File: config.mk
export PLATFORM = sky130hd
export DESIGN_NAME = tvbb_box
export DESIGN_NICKNAME = d
export VERILOG_FILES = /design/src/rtl/core/tvbb_pkg.sv /design/src/rtl/core/tvbb_box.sv
export SDC_FILE = /design/constraint.sdc
export NUM_CORES = 1
export LEC_CHECK = 0
export ABC_AREA = 1
export ABC_CLOCK_PERIOD_IN_PS = 40600
export BUFFER_PORTS_ARGS = -buffer_cell sky130_fd_sc_hd__buf_2
export CORE_ASPECT_RATIO = 1.5
export CORE_UTILIZATION = 25
export DETAILED_ROUTE_END_ITERATION = 8
export SYNTH_ARGS = -nofsm -noshare
export SYNTH_HDL_FRONTEND = slang
export SYNTH_SLANG_ARGS = --single-unit
File: constraint.sdc
create_clock -name clk -period 40.6 [get_ports clk]
set_input_delay 4.06 -clock clk [delete_from_list [all_inputs] [get_ports clk]]
set_output_delay 4.06 -clock clk [all_outputs]
set_load 0.01 [all_outputs]
File: src/rtl/core/tvbb_pkg.sv
// shared constants, types and register indexes for the transformed vertex bounding box
// no dependencies; imported by every module of the block
`default_nettype none

package tvbb_pkg;

    localparam int COORD_WIDTH   = 16;
    localparam int FRACTION_BITS = 8;
    localparam int COEF_WIDTH    = 16;
    localparam int COEFS_PER_ROW = 4;
    localparam int ROW_WIDTH     = COEF_WIDTH * COEFS_PER_ROW;
    localparam int OUT_WIDTH     = 24;
    localparam int AXES          = 3;

    // one product, the shifted translation and the saturation bounds must all fit
    localparam int PROD_WIDTH  = COORD_WIDTH + COEF_WIDTH;
    localparam int TRANS_WIDTH = COEF_WIDTH + FRACTION_BITS;
    localparam int ACC_BASE0   = (PROD_WIDTH > TRANS_WIDTH) ? PROD_WIDTH : TRANS_WIDTH;
    localparam int ACC_BASE    = (ACC_BASE0 > OUT_WIDTH) ? ACC_BASE0 : OUT_WIDTH;
    localparam int ACC_WIDTH   = ACC_BASE + 2;

    localparam int S_DATA_WIDTH = ((AXES * COORD_WIDTH + 7) / 8) * 8;
    localparam int M_FIELDS     = 4 * AXES;
    localparam int M_DATA_WIDTH = ((M_FIELDS * OUT_WIDTH + 7) / 8) * 8;

    localparam int CFG_INDEX_WIDTH = 2;

    // configuration register indexes
    localparam logic [CFG_INDEX_WIDTH-1:0] REG_ROW_X = 2'd0;
    localparam logic [CFG_INDEX_WIDTH-1:0] REG_ROW_Y = 2'd1;
    localparam logic [CFG_INDEX_WIDTH-1:0] REG_ROW_Z = 2'd2;

    // identity matrix in Q8.8
    localparam logic [ROW_WIDTH-1:0] ROW_X_RESET = 64'h0000_0000_0000_0100;
    localparam logic [ROW_WIDTH-1:0] ROW_Y_RESET = 64'h0000_0000_0100_0000;
    localparam logic [ROW_WIDTH-1:0] ROW_Z_RESET = 64'h0000_0100_0000_0000;

    typedef logic signed [COORD_WIDTH-1:0] coord_t;
    typedef logic signed [OUT_WIDTH-1:0]   world_t;
    typedef logic [ROW_WIDTH-1:0]          row_t;

    // transformed vertex handed from the transform pipeline to the box stage
    typedef struct packed {
        logic   valid;
        logic   last;
        world_t wx;
        world_t wy;
        world_t wz;
    } world_req_t;

endpackage

`default_nettype wire

File: src/rtl/core/tvbb_box.sv
// per-axis min/max accumulation, result register and output register with center and extent
// depends on tvbb_pkg
`default_nettype none

module tvbb_box (
    input  wire                                   clk,
    input  wire                                   rst_n,
    input  tvbb_pkg::world_req_t                  wq,
    input  wire                                   m_tready,
    output logic                                  adv,
    output logic                                  m_tvalid,
    output logic [tvbb_pkg::M_DATA_WIDTH-1:0]     m_tdata
);
    import tvbb_pkg::*;

    logic   open_reg;
    world_t lo_reg [AXES];
    world_t hi_reg [AXES];
    world_t w      [AXES];
    world_t lo_next [AXES];
    world_t hi_next [AXES];

    logic   res_valid_reg;
    world_t res_lo_reg [AXES];
    world_t res_hi_reg [AXES];

    logic                       out_valid_reg;
    logic [M_DATA_WIDTH-1:0]    out_data_reg;
    logic [M_DATA_WIDTH-1:0]    out_data_next;
    logic signed [OUT_WIDTH:0]  mid_sum [AXES];
    logic                       take;
    logic                       hold;

    assign w[0] = wq.wx;
    assign w[1] = wq.wy;
    assign w[2] = wq.wz;

    // stall only when a finished box waits behind an output that is still held
    assign hold = res_valid_reg && out_valid_reg && !m_tready;
    assign adv  = !hold;
    assign take = adv && wq.valid;

    always_comb
    begin
        for (int a = 0; a < AXES; a++)
        begin
            lo_next[a] = lo_reg[a];
            hi_next[a] = hi_reg[a];
            if (!open_reg)
            begin
                lo_next[a] = w[a];
                hi_next[a] = w[a];
            end
            else if (w[a] < lo_reg[a])
            begin
                lo_next[a] = w[a];
            end
            else if (w[a] > hi_reg[a])
            begin
                hi_next[a] = w[a];
            end
        end
    end

    always_ff @(posedge clk or negedge rst_n)
    begin
        if (!rst_n)
        begin
            open_reg <= 1'b0;
            for (int a = 0; a < AXES; a++)
            begin
                lo_reg[a] <= '0;
                hi_reg[a] <= '0;
            end
        end
        else if (take)
        begin
            open_reg <= !wq.last;
            for (int a = 0; a < AXES; a++)
            begin
                lo_reg[a] <= lo_next[a];
                hi_reg[a] <= hi_next[a];
            end
        end
    end

    always_ff @(posedge clk or negedge rst_n)
    begin
        if (!rst_n)
        begin
            res_valid_reg <= 1'b0;
            out_valid_reg <= 1'b0;
        end
        else
        begin
            if (adv)
            begin
                res_valid_reg <= wq.valid && wq.last;
            end
            if (adv && res_valid_reg)
            begin
                out_valid_reg <= 1'b1;
            end
            else if (m_tready)
            begin
                out_valid_reg <= 1'b0;
            end
        end
    end

    always_comb
    begin
        out_data_next = '0;
        for (int a = 0; a < AXES; a++)
        begin
            mid_sum[a] = (OUT_WIDTH+1)'(res_lo_reg[a]) + (OUT_WIDTH+1)'(res_hi_reg[a]);
            out_data_next[OUT_WIDTH*a +: OUT_WIDTH]          = res_lo_reg[a];
            out_data_next[OUT_WIDTH*(a+AXES) +: OUT_WIDTH]   = res_hi_reg[a];
            out_data_next[OUT_WIDTH*(a+2*AXES) +: OUT_WIDTH] = mid_sum[a][OUT_WIDTH:1];
            out_data_next[OUT_WIDTH*(a+3*AXES) +: OUT_WIDTH] =
                OUT_WIDTH'(res_hi_reg[a] - res_lo_reg[a]);
        end
    end

    always_ff @(posedge clk)
    begin
        if (adv && wq.valid && wq.last)
        begin
            for (int a = 0; a < AXES; a++)
            begin
                res_lo_reg[a] <= lo_next[a];
                res_hi_reg[a] <= hi_next[a];
            end
        end
        if (adv && res_valid_reg)
        begin
            out_data_reg <= out_data_next;
        end
    end

    assign m_tvalid = out_valid_reg;
    assign m_tdata  = out_data_reg;

    // an open box never has min above max
    a_box_ordered: assert property (@(posedge clk) disable iff (!rst_n)
        open_reg |-> (lo_reg[0] <= hi_reg[0]) && (lo_reg[1] <= hi_reg[1])
                     && (lo_reg[2] <= hi_reg[2]))
        else $error("box min above max");

    // a finished box waiting behind a stalled output is kept
    a_res_held: assert property (@(posedge clk) disable iff (!rst_n)
        hold |=> res_valid_reg && $stable(res_lo_reg[0]) && $stable(res_hi_reg[0]))
        else $error("pending box lost while output stalled");

    // a last vertex always closes the box
    a_close_on_last: assert property (@(posedge clk) disable iff (!rst_n)
        (take && wq.last) |=> !open_reg && res_valid_reg)
        else $error("last vertex did not close box");

    // the result register only moves into an output slot that is free or draining
    a_no_overwrite: assert property (@(posedge clk) disable iff (!rst_n)
        (res_valid_reg && adv) |-> (!out_valid_reg || m_tready))
        else $error("result would overwrite held output");

endmodule

`default_nettype wire

# Word level (Yosys, flattened, before mapping)
# Memories as Yosys holds them, arrays and structs flattened.
# Index checks and enable logic that the tools add are counted.
# Widths: inputs -> output; s select.
[classes] addsub=6 magnitude_cmp=6 muxes=19 n_reduce_logical=10
[op_table] operator="$mux 24" n=15
[op_table] operator="$add 24x24->25" n=3
[op_table] operator="$gt 24x24->1" n=3
[op_table] operator="$lt 24x24->1" n=3
[op_table] operator="$sub 24x24->24" n=3
[op_table] operator="$logic_and 1x1->1" n=6
[op_table] operator="$mux 1" n=4
[op_table] operator="$logic_not 1->1" n=3
[op_table] operator="$reduce_bool 2->1" n=1
[word_totals] reg_bits=435 ram_bits=144 in_bits=77 out_inout_bits=290 mem_count=2
[memory_table] memory="res_hi_reg" words=3 word_bits=24 rd=3 rd_ports_with_merged_regs=0 wr=3 line="tvbb_box.sv:25" rtl="world_t res_hi_reg [AXES];"
[memory_table] memory="res_lo_reg" words=3 word_bits=24 rd=3 rd_ports_with_merged_regs=0 wr=3 line="tvbb_box.sv:24" rtl="world_t res_lo_reg [AXES];"

# Depth between registers and ports, before layout
# Gate-level depths: netlist of the first run.
[logic_depth] word_depth=7 mapped_depth=19 depth_no_buf=18

# Least setup slack after synthesis of the first run
# OpenSTA, ideal clock, no wires.
[synth_path] path_type="input port to flip-flop" start="in m_tready" end="reg out_data_reg[0], in the netlist m_tdata[0] (read register of res_lo_reg) (enable)" arrival_ps=16189 t_required_ps=39655 slack_ps=23466 cell_stages=4 path_buffers=0 path_cell_list="inv_1 -> nand2_1 -> nor2_1 -> nor2_1"
[synth_between] elab_chain_cells=4
[synth_rtl] element="from (decl)" line="tvbb_box.sv:9" rtl="input wire m_tready,"
[synth_rtl] element="$logic_not 1->1" line="tvbb_box.sv:39" rtl="assign hold = res_valid_reg && out_valid_reg && !m_tready;"
[synth_rtl] element="$logic_and 1x1->1" line="tvbb_box.sv:39"
[synth_rtl] element="$logic_not 1->1" line="tvbb_box.sv:40" rtl="assign adv = !hold;"
[synth_rtl] element="$logic_and 1x1->1" line="tvbb_box.sv:135" rtl="if (adv && res_valid_reg)"
[synth_rtl] element="to (decl)" line="tvbb_box.sv:28" rtl="logic [M_DATA_WIDTH-1:0] out_data_reg;"
# Every way passes these cells.
# A chain may end at the register's enable or synchronous reset.

# Worst setup path after layout of the first run
[layout_path] start="in m_tready" end="out adv"
[layout_between] elab_chain_cells=3
[layout_rtl] element="$logic_not 1->1" line="tvbb_box.sv:39"
[layout_rtl] element="$logic_and 1x1->1" line="tvbb_box.sv:39"
[layout_rtl] element="$logic_not 1->1" line="tvbb_box.sv:40"
[layout_rtl] element="to (decl)" line="tvbb_box.sv:10" rtl="output logic adv,"
# Every way passes these cells.

==> results of run 1 <==
[placed cells by master, fill, tap and decap left out, drive strengths merged, types with 4 or more instances in the layout]
cell type  synthesis  routed
a211oi             4       4
a21o              23      23
a21oi            182     182
a31oi             14      14
and2              74      74
buf               45     382
bufinv             0       5
clkbuf            61      84
clkinv             0      17
clkinvlp           0      11
dfrtp            147     147
diode              0       8
edfxtp           432     432
fa                 6       6
ha               282     282
inv              540     544
nand2            773     773
nand3            231     231
nand4             19      19
nor2             169     169
nor3              13      13
nor4              16      16
o21a              11      11
o21ai            215     215
o21bai            12      12
o31ai              7       7
xnor2              6       6
xor2             124     124
[power breakdown]
group | switching [W] | internal, W
logic | 0.000508 | 0.000263
clock network | 0.000265 | 0.000350
registers | 0.0000651 | 0.000806
[through the flow]
stage	power, W	instances	hold WS, ns	util, %
floorplan	0.001420	3417	0.4307	-
global placement	0.001642	5404	0.4619	27.98
CTS	0.002290	5525	0.4812	29.69
global route	0.002414	5531	0.4945	29.70
detailed placement	0.001657	5404	0.4648	27.98
finish	0.002257	5533	0.4743	29.71
[cell families (layout without fill, tap and decap cells)]
group,count (synthesis),count (layout)
xor gates and xnor gates,130,130
and+or+nand+nor,1296,1296
other,0,8
AOI/OAI and AO/OA,478,478
buffers and inverters,646,1043
DFF,579,579
adders and majority gates,288,288
[tightest hold or removal path: stages (launching register included)]
cell and delay, ns:
dfrtp_1 0.33, nand2_1 0.05, nand2_1 0.06
[worst paths after layout]
| path | startpoint | end | slack (ns) | depth (start not counted) |
|---|---|---|---|---|
| max | m_tready | adv | 31.69 | 6 |
| min | hi_reg[3] | hi_reg[3] | 0.47 | 2 |
| max reg2reg | hi_reg[71] | res_hi_reg[0][7] | 36.77 | 14 |
| min reg2reg | hi_reg[3] | hi_reg[3] | 0.47 | 2 |
| max in group asynchronous | rst_n | open_reg | 35.88 | 2 |
| min in group asynchronous | rst_n | lo_reg[27] | 3.37 | 1 |
[cells in the mapped netlist, types with 6 or more instances]
cell / instances / area share, %
nand2_1: 769 / 9.0
inv_1: 539 / 6.3
edfxtp_1: 432 / 40
ha_1: 282 / 11
nand3_1: 228 / 3.5
a21oi_1: 181 / 2.8
nor2_1: 169 / 2.0
o21ai_0: 148 / 2.3
dfrtp_1: 147 / 11
xor2_1: 124 / 3.4
and2_1: 74 / 1.4
clkbuf_1: 61 / 0.71
o21ai_2: 40 / 1.1
o21ai_1: 27 / 0.42
a21o_1: 23 / 0.54
buf_2: 19 / 0.30
nand4_1: 19 / 0.37
nor4_1: 16 / 0.31
a31oi_1: 14 / 0.27
nor3_1: 13 / 0.20
o21bai_1: 12 / 0.28
buf_6: 11 / 0.38
o21a_1: 11 / 0.26
buf_1: 9 / 0.10
o31ai_1: 7 / 0.16
buf_4: 6 / 0.14
fa_1: 6 / 0.37
xnor2_1: 6 / 0.16
[routing by layer]
| metal | track usage (%) | vias to the layer above | routed length [microns] |
|---|---|---|---|
| met5 | 0 | - | 96 |
| met4 | 7.550 | 14 | 4672 |
| met3 | 2.609 | 196 | 4451 |
| met2 | 25.64 | 579 | 47890 |
| met1 | 16.47 | 11556 | 38560 |
| li1 | - | 11959 | - |
[final cells by class]
| type | count | area (sq um) | area share [%] |
|---|---|---|---|
| tap | 1711 | 2141 | 5.625 |
| timing repair buffer | 382 | 1971 | 5.178 |
| inverter | 540 | 2027 | 5.326 |
| multi-input combinational | 2192 | 13050 | 34.30 |
| clock inverter | 37 | 390.4 | 1.026 |
| antenna | 8 | 20.02 | 0.05260 |
| clock buffer | 84 | 1800 | 4.731 |
| sequential | 579 | 16650 | 43.76 |
==> results.md, run 1 <==
- Status: complete, no violations
- Number of flops mapped to enable cells by yosys: between 400 and 500
- Core area: ~130000 sq um
- Number of port buffers: 366
- First-pass GRT wire length: about 140000 microns
- Post-Synth Adder-Cell Area: between 10% and 20%
- Peak Freq: approximately 110 MHz
- Largest net degree at the start of global routing: roughly 160
- CTS tree: built
- Crit share post-route: about 22%
- GRT overflow: 0
- Worst slew pin tran: 1.193 ns
- Final Max Slew Viols: 0
- Simple-gate share of the synthesized area: about 17%
- Syn_area_per_cell: 9.433 sq um
- Worst hold path class: flop to flop
- Setup TNS: 0 ns
- Hold Fails Final Rpt: 0
- Delay-heaviest family, CP: buffers and inverters
- # IOs: between 300 and 400
- Vert. Die Dim: 441.8 microns
- Gr usage total: 14.51%
- Post-synthesis mux area share: 0%
- WL per Instance: 17.29 microns
- CP Data Required Time: 36.54 ns
- Worst-path clk slew: 0.05 ns
- Skew-Pair Late Insertion Delay: 0.66 ns
- HPWL Detailed: 72610 microns
- Iter 0 DRT Violations: 1145
- Post-DP Area: 35850 sq um
- GPL Wtd Cong: 0.9031
- Maximum vdd ir drop: 0.03473 mV
- Most used DFF post-synth: edfxtp_1
- Rel. slew slack: slightly above 20%
- Slowest stage cell, crit path: nor2_1
- Final worst path period need: 8.913 ns
- Layout fillers: 13469
- CTS H-tree depth: 3
- DR vias: between 20000 and 25000
- Worst setup EP type: primary output
- Mapped cell area: approximately 32000 sq um
- Crit Path Max Fanout: 3
- Initial antenna violation count: 22
- Max-cap viol count: 0
- Final Instance Area: 38060 sq um
- P_leak: 17.58 nW
- Num CTS Buffers: 66
- XOR/XNOR share of the synthesized area: 3.532%
- Syn Inst Count: 3417
- Die ar.: 130400 sq um
- Synthesized flop and latch total: 579
- Fin worst setup slack: around 32 ns
- Ys async rst share: 25.39%
- Layout net count: 4126
- Layout area overhead: 18.07%
- Hold_buf cts: 0
- Crit start category: primary input
- Worst Path Buf+Inv: 4
- DRC Markers: 0
- Clk sinks: 579
- RSZ-0062 raised after global routing: no
- Yosys warns: 0
- Final Setup Violations: 0
- WS Path Type: primary input to primary output
- Compound-Gate Fraction of Synth Area: 8.497%
- Main combinational cell family by area after synthesis: simple AND/OR/NAND/NOR gates
- CP cell instances: buf_2 -> inv_1 -> nand2_1 -> nor2_1 -> inv_1 -> buf_2
- Post-synthesis sequential area ratio: 51.66%
- Critical Path Max Stage Delay: 0.32 ns
- PD cells: 59.30 nW/um^2
- Worst path arrival time: 4.85 ns
- Syn nets: 3782
- Routed Antenna Nets: 0
- Clk_skew: 0.03065 ns
- Starting density of the core: between 20% and 30%
- Clk root buf: clkbuf_16
- Vias in the first global route: 24066
- Num rows: 161
- Dpl ws: 31.69 ns
- Post-CTS sizing: 0
- Post-synthesis cell type count: 42
- Share of layout cells above drive strength 1: 14.24%
- Post-Route WL: 95670 microns
- DRT Pass-1 Iters: 5
- Die X-Extent: 295.2 microns
- Postcts setup bufs: 0
- Clock buffer depth: 3
- Largest register FFs: 288
- Via density: 4.393
Power figures use the tool's default switching activity.
==> inputs of run 2 (changes only) <==
--- a/config.mk
+++ b/config.mk
@@ -5,8 +5,8 @@
 export SDC_FILE = /design/constraint.sdc
 export NUM_CORES = 1
 export LEC_CHECK = 0
-export ABC_AREA = 1
-export ABC_CLOCK_PERIOD_IN_PS = 40600
+export ABC_AREA = 0
+export ABC_CLOCK_PERIOD_IN_PS = 8500
 export BUFFER_PORTS_ARGS = -buffer_cell sky130_fd_sc_hd__buf_2
 export CORE_ASPECT_RATIO = 1.5
 export CORE_UTILIZATION = 25
==> constraint.sdc (replaced) <==
create_clock -name clk -period 8.5 [get_ports clk]
set_input_delay 0.85 -clock clk [delete_from_list [all_inputs] [get_ports clk]]
set_output_delay 0.85 -clock clk [all_outputs]
set_load 0.01 [all_outputs]
==> run 2 against run 1 <==
  * Non-clock buffer count is 7 higher
  * Via count fell by 13%
  * Clock skew increased by 0.0066 ns
  * Cell count fell by 16%
  * Synthesized cell count down 22%
  * First-iteration DRC count decreased by 3.5%
  * Design area decreased by 4.7%
  * Largest power group unchanged
  * Worst setup slack got worse by 27 ns
  * Core utilization up 0.32 points
  * Register-to-register slack worse by 32 ns
==> results.md, run 2 <==
- Crit share post-route: 46.96%
- WL per Instance: 18.47 microns (+6.8%)
- Sw Share: 36.08% (-1.1 points)
- Num rows: 156 (-3.1%)
- Ys async rst share: 25.39% (unchanged)
- Clk root buf: clkbuf_16
- DR vias: 21204 (-13%)
- Delay-heaviest family, CP: compound AO/OA/AOI/OAI gates
- Final worst path period need: 3.992 ns
- Layout fillers: 12337 (-8.4%)
- Postcts setup bufs: 0 (unchanged)
- R2R Path Start: res_lo_reg[0][0]
- Number of flops mapped to enable cells by yosys: 432 (unchanged)
- Max-cap viol count: 0 (unchanged)
- Final Max Slew Viols: 0 (unchanged)
- Most used DFF post-synth: edfxtp_1
- WS Path Type: flop to flop
- Post-CTS sizing: 0 (unchanged)
- Via density: 4.542 (+3.4%)
- Peak Freq: 250.5 MHz
- Crit start category: flop
- Area of the multi-input gates: 12320 sq um (-5.6%)
- Final Setup Violations: 0 (unchanged)
- Number of port buffers: 366 (unchanged)
- Vias in the first global route: 21273 (-12%)
- Slowest stage cell, crit path: o41ai_1
- Largest net degree at the start of global routing: 152 (-3.2%)
- Starting density of the core: 25.26% (+0.098 points)
- Layout net count: 3391 (-18%)
- Worst slew pin tran: 1.072 ns (-0.1212 ns)
- Most frequent cells in the layout: 432 x edfxtp_1, 365 x buf_2, 312 x inv_1
- Worst Path Buf+Inv: 0 (-4)
- Sequential Area: 16650 sq um (about the same)
- Gr usage total: 13.67% (-0.84 points)
- PD cells: 308.6 nW/um^2 (+420%)
- Initial antenna violation count: 25 (+14%)
- Synthesized flop and latch total: 579 (unchanged)
- Hold Fails Final Rpt: 0 (unchanged)
- Gate power share: 36.2% (+2.1 points)
- Int Pwr: 0.007156 W (+400%)
- Commonest cells post-synth: 432 x edfxtp_1, 313 x inv_1, 282 x ha_1
- Critical path origin: res_lo_reg[0][0]
- Skew-Pair Late Insertion Delay: 0.67 ns (about the same)
- Syn nets: 3036 (-20%)
- Core area: 120800 sq um (-5.7%)
- Vert. Die Dim: 429.9 microns (-2.7%)
- GRT overflow: 0 (unchanged)
- DRC Markers: 0 (unchanged)
- DRT Pass-1 Iters: 5 (unchanged)
- Status: complete, no violations
- Worst path arrival time: 4.41 ns (-0.44 ns)
- Final Util: 30.03% (+0.32 points)
- Die X-Extent: 287.3 microns (-2.7%)
- Layout area overhead: 18.88%
- Syn_area_per_cell: 11.42 sq um (+21%)
- Iter 0 DRT Violations: 1105 (-3.5%)
- First-pass GRT wire length: 128600 microns (-10%)
- Clk network pwr share: 25.0% (-2.3 points)
- Post-synthesis cell type count: 73 (+74%)
- Hold_buf cts: 0 (unchanged)
- Post-Route WL: 86210 microns (-9.9%)
- Worst setup EP type: flop
- Routed Antenna Nets: 0 (unchanged)
- Cell taking the most area after synthesis: edfxtp_1
- CP cell instances: ha_1 -> fa_1 -> nor2b_1 -> o31a_1 -> o21ai_0 -> o311ai_2 -> a41oi_1 -> o41ai_1 -> o21ai_0 -> a21oi_1 -> xor2_1
- Synth top area share: 42.51% (+2.3 points)
- RSZ-0062 raised after global routing: no
- Psw: 0.004040 W (+380%)
- CP Data Required Time: 8.92 ns (-27.62 ns)
- Top-count cell post-synth: edfxtp_1
- Setup TNS: 0 ns (unchanged)
- Crit Path Max Fanout: 4 (+1)
- Syn Inst Count: 2671 (-22%)
- GPL Wtd Cong: 0.8790 (-2.7%)
- Yosys warns: 0 (unchanged)
- # IOs: 367 (unchanged)
- Critical Path Max Stage Delay: 0.62 ns (+0.30 ns)
- Flop pwr share: 38.8% (+0.2 points)
- Most common cell after layout, fill and taps aside: edfxtp_1
- Maximum vdd ir drop: 0.1664 mV (+380%)
- Worst hold path class: primary input to async pin
- Clk sinks: 579 (unchanged)
- Num CTS Buffers: 61 (-7.6%)
- CP most frequent cell: o21ai_0
- Largest register FFs: 288 (unchanged)
- Die ar.: 123500 sq um (-5.3%)
- Clock buffer depth: 3 (unchanged)
- Clk_skew: 0.03729 ns (+0.006641 ns)
- P_leak: 15.29 nW (-13%)
- Worst-path clk slew: 0.06 ns (about the same)
- Post-synthesis sequential area ratio: 54.57% (+2.9 points)
- Mapped cell area: 30520 sq um (-5.3%)
- Rel. slew slack: 26.68% (+6.5 points)
- Share of layout cells above drive strength 1: 19.71% (+5.5 points)
- CTS H-tree depth: 2 (-1)
- CTS tree: built
- HPWL Detailed: 64900 microns (-11%)
- Area contributors post-synth: edfxtp_1 43%, dfrtp_1 12%, ha_1 12%
[run 2: cell count changes in the layout (fill, tap and decap cells not counted), sizes merged, moves of 23 or more]
cell	previous run	this run
nand2	773	188
inv	544	317
nand3	231	21
xor2	124	29
xnor2	6	91
mux2	0	77
and2	74	5
a21o	23	55
o22ai	0	30
o211ai	2	31
o311ai	0	27
mux2i	0	23
[run 2: worst register-to-register path: stages (launching register included)]
cell	delay, ns
edfxtp_1	0.43
ha_1	0.27
fa_1	0.41
nor2b_1	0.20
o31a_1	0.23
o21ai_0	0.24
o311ai_2	0.51
a41oi_1	0.27
o41ai_1	0.62
o21ai_0	0.25
a21oi_1	0.23
xor2_1	0.08
[run 2: metal layers]
metal	GRT usage (%)	wire, microns	up-vias	share of wire (%)
met2	23.11	41250	531	48
met1	16.55	35980	10225	42
met5	0	131	-	0.15
li1	-	-	10248	-
met4	6.366	3961	22	4.6
met3	2.741	4879	178	5.7
[run 2: metrics by stage]
step	hold slack [ns]	setup WS, ns	cell area, sq um	instances	power [W]
6_report	0.1082	4.508	36280	4668	0.01120
5_1_grt	0.1050	4.263	36270	4666	0.01197
4_1_cts	0.07127	4.482	36250	4659	0.01134
3_5_place_dp	0.4746	4.096	34160	4543	0.008473
3_3_place_gp	0.4702	4.134	34160	4543	0.008399
2_1_floorplan	0.4307	0.3481	30520	2671	0.007228
[run 2: cell families (layout without fill, tap and decap cells)]
group | after synthesis | after routing | share of synthesized area, %
AOI/OAI and AO/OA | 667 | 667 | 13.73
adders and majority gates | 288 | 288 | 11.96
buffers and inverters | 410 | 818 | 5.203
DFF | 579 | 579 | 54.57
xor gates and xnor gates | 120 | 120 | 3.444
and+or+nand+nor | 507 | 507 | 7.491
other | 0 | 9 | 0
muxes | 100 | 100 | 3.608
[run 2: layout make-up]
cell class	count	share of cell area (%)
sequential	579	45.90
tap	1580	5.449
multi-input combinational	1682	33.97
antenna	9	0.06208
clock buffer	74	4.539
clock inverter	42	1.249
inverter	313	3.252
timing repair buffer	389	5.577
[run 2: power groups by stage]
stage               logic [W]  clock network [W]  registers, W
floorplan             0.00283                  0       0.00440
global placement      0.00401                  0       0.00439
detailed placement    0.00406                  0       0.00441
CTS                   0.00409            0.00289       0.00436
global route          0.00456            0.00298       0.00442
finish                0.00406            0.00279       0.00435
[run 2: final timing paths]
check / endpoint / slack [ns] / cells past startpoint
worst max-delay path: m_tdata[238] / 4.51 / 11
worst min-delay path: lo_reg[6] / 0.11 / 1
worst max register to register: m_tdata[238] / 4.51 / 11
worst min register to register: m_tdata[43] / 0.48 / 0
max in group asynchronous: lo_reg[43] / 7.06 / 2
min in group clk: lo_reg[48] / 0.47 / 2
==> inputs of run 3 (changes only) <==
--- a/config.mk
+++ b/config.mk
@@ -5,8 +5,8 @@
 export SDC_FILE = /design/constraint.sdc
 export NUM_CORES = 1
 export LEC_CHECK = 0
-export ABC_AREA = 0
-export ABC_CLOCK_PERIOD_IN_PS = 8500
+export ABC_AREA = 1
+export ABC_CLOCK_PERIOD_IN_PS = 3300
 export BUFFER_PORTS_ARGS = -buffer_cell sky130_fd_sc_hd__buf_2
 export CORE_ASPECT_RATIO = 1.5
 export CORE_UTILIZATION = 25
==> constraint.sdc (replaced) <==
create_clock -name clk -period 3.3 [get_ports clk]
set_input_delay 0.33 -clock clk [delete_from_list [all_inputs] [get_ports clk]]
set_output_delay 0.33 -clock clk [all_outputs]
set_load 0.01 [all_outputs]
==> run 3 against run 2 <==
  * Die area increased by 5.6%
  * Worst hold slack got worse by 0.051 ns
  * Total power increased to 2.5 times the previous value
  * Core utilization increased by 0.41 points
  * Critical path type is now primary input to flop
  * Largest cell class unchanged
==> results.md, run 3 (synthesized netlist as in run 1, its figures left out) <==
- DR vias: 24581 (+16%)
- DRC Markers: 0 (unchanged)
- Crit start category: primary input
- Rel. slew slack: 38.09% (+11 points)
- Vias in the first global route: 24857 (+17%)
- CTS tree: built
- WHS: 0.05698 ns (-0.05120 ns)
- Clk sinks: 579 (unchanged)
- WL per Instance: 17.53 microns (-5.1%)
- Setup TNS: 0 ns (unchanged)
- CP most frequent cell: nor2_1
- PD cells: 726.9 nW/um^2 (+140%)
- # IOs: 367 (unchanged)
- Worst setup EP type: flop
- CTS H-tree depth: 3 (+1)
- Die ar.: 130400 sq um (+5.6%)
- RSZ-0062 raised after global routing: no
- R2r endpoint: res_hi_reg[0][48]
- Worst hold path class: primary input to flop
- Starting density of the core: 25.16% (-0.098 points)
- R2R depth: 14 (+3)
- Flop-to-flop setup slack: 0.31 ns (-4.20 ns)
- Clk_skew: 0.05320 ns (+0.01591 ns)
- Min-delay src: wq[33]
- GPL Wtd Cong: 0.9322 (+6.1%)
- DRT Pass-1 Iters: 5 (unchanged)
- Initial antenna violation count: 19 (-24%)
- Final worst path period need: between 2 and 3 ns
- Most frequent cells in the layout: 767 x nand2_1, 538 x inv_1, 432 x edfxtp_1
- Worst slew pin tran: 0.9286 ns (-0.1435 ns)
- Final Setup Violations: 0 (unchanged)
- Num rows: 161 (+3.2%)
- Most common cell after layout, fill and taps aside: nand2_1
- Worst path arrival time: 3.39 ns (-1.02 ns)
- Max-cap viol count: 0 (unchanged)
- Die X-Extent: 295.2 microns (+2.8%)
- Status: complete, no violations
- Crit Path Max Fanout: 24 (+20)
- Maximum vdd ir drop: 0.4118 mV (+150%)
- Largest register FFs: 288 (unchanged)
- Clock buffer depth: 3 (unchanged)
- Clk root buf: clkbuf_16
- Gr usage total: 14.98% (+1.3 points)
- Postcts setup bufs: 0 (unchanged)
- Via density: 4.382 (-3.5%)
- Skew-Pair Late Insertion Delay: 0.67 ns (about the same)
- Share of layout cells above drive strength 1: 14.92% (-4.8 points)
- WS Path Type: primary input to flop
- R2R Path Start: lo_reg[23]
- GRT overflow: 0 (unchanged)
- Core area: 128100 sq um (+6.0%)
- Iter 0 DRT Violations: 1235 (+12%)
- Worst-path clk slew: 0.06 ns (about the same)
- Largest net degree at the start of global routing: 166 (+9.2%)
- CP Data Required Time: 3.70 ns (-5.22 ns)
- HPWL Detailed: 74990 microns (+16%)
- Vert. Die Dim: 441.8 microns (+2.8%)
- Hold Fails Final Rpt: 0 (unchanged)
- First-pass GRT wire length: 147600 microns (+15%)
- Peak Freq: 334.4 MHz
- Num CTS Buffers: 66 (+8.2%)
- Final Max Slew Viols: 0 (unchanged)
- Layout net count: 4207 (+24%)
- Slowest stage cell, crit path: dlygate4sd3_1
- P_leak: 18.04 nW (+18%)
- Layout area overhead: 20.96%
- Post-Route WL: 98330 microns (+14%)
- Hold Path Depth: 3
- Routed Antenna Nets: 0 (unchanged)
- Layout fillers: 13380 (+8.5%)
- Crit share post-route: 90.61%
- Number of port buffers: 366 (unchanged)
- Critical Path Max Stage Delay: 0.57 ns (-0.05 ns)
- Final Util: 30.43% (+0.41 points)
- CP cell instances: dlygate4sd3_1 -> buf_2 -> ha_1 -> nand2_1 -> nor2_1 -> and2_1 -> nand2_1 -> nor2_1 -> nor2_1 -> nand3_1 -> nand2_4 -> nand3_4 -> buf_4 -> nand3_1 -> and2_1
- Hold Path End: res_lo_reg[0][33]
-- run 3: cell types whose count changed in the layout (fill, tap and decap cells not counted), sizes merged, moves of 23 or more --
| cell | before | now |
|---|---|---|
| and2 | 5 | 74 |
| a21o | 55 | 23 |
| xnor2 | 91 | 6 |
| inv | 317 | 549 |
| o211ai | 31 | 2 |
| mux2 | 77 | 0 |
| o311ai | 27 | 0 |
| nand3 | 21 | 231 |
| nand2 | 188 | 773 |
| dlygate4sd3 | 0 | 45 |
| o22ai | 30 | 0 |
| buf | 389 | 418 |
| xor2 | 29 | 124 |
| mux2i | 23 | 0 |
-- run 3: metal layers --
metal / track usage [%] / wire, microns / part of all wire (%)
met1: 16.90 / 39040 / 40
met2: 26.57 / 49680 / 51
met3: 2.222 / 4388 / 4.5
met4: 8.553 / 5088 / 5.2
met5: 0 / 127 / 0.13
-- run 3: worst max path at each step --
stage / start / endpoint / slack (ns) / depth (start not counted)
floorplan: m_tvalid / m_tdata[0] / -1.92 / 3
global placement: wq[23] / res_hi_reg[0][48] / 0.23 / 14
detailed placement: wq[23] / res_hi_reg[0][70] / 0.21 / 14
CTS: lo_reg[23] / res_hi_reg[0][48] / 0.26 / 14
global route: lo_reg[23] / res_hi_reg[0][70] / 0.10 / 14
finish: wq[23] / res_hi_reg[0][48] / 0.31 / 15
-- run 3: power breakdown --
part / internal, W / switching (W)
combinational: 0.00342 / 0.00636
clock: 0.00447 / 0.00338
sequential: 0.00990 / 0.000808
total: 0.0178 / 0.0106
-- run 3: repair_timing --
action,CTS,global route
hold buffers,45,0
endpoints found under the hold margin,142,0
resized for setup,0,0
-- run 3: final cells by class --
type / count / area, sq um / area share (%)
flip-flops and latches: 579 / 16650 / 42.72
multi-input cells: 2192 / 13060 / 33.51
repair buffers: 463 / 2816 / 7.224
well taps: 1711 / 2141 / 5.491
inverters: 540 / 2027 / 5.199
clock buffers: 77 / 1723 / 4.419
clock inverters: 44 / 554.3 / 1.422
diodes: 4 / 10.01 / 0.02567
-- run 3: critical path, delay by kind of cell --
| kind | cells | cell delay, ns |
|---|---|---|
| buf+inv | 3 | 1.04 |
| fa+ha+maj | 1 | 0.34 |
| simple gates | 11 | 1.66 |
-- run 3: through the flow --
| step | cells | setup WS (ns) | area (sq um) | power [W] |
|---|---|---|---|---|
| final | 5610 | 0.3098 | 38990 | 0.02834 |
| after global routing | 5609 | 0.1017 | 38990 | 0.03032 |
| after CTS | 5606 | 0.2560 | 38980 | 0.02879 |
| after detailed placement | 5440 | 0.2059 | 36250 | 0.02065 |
| after global placement | 5440 | 0.2348 | 36250 | 0.02051 |
| after floorplan | 3417 | -1.919 | 32260 | 0.01738 |
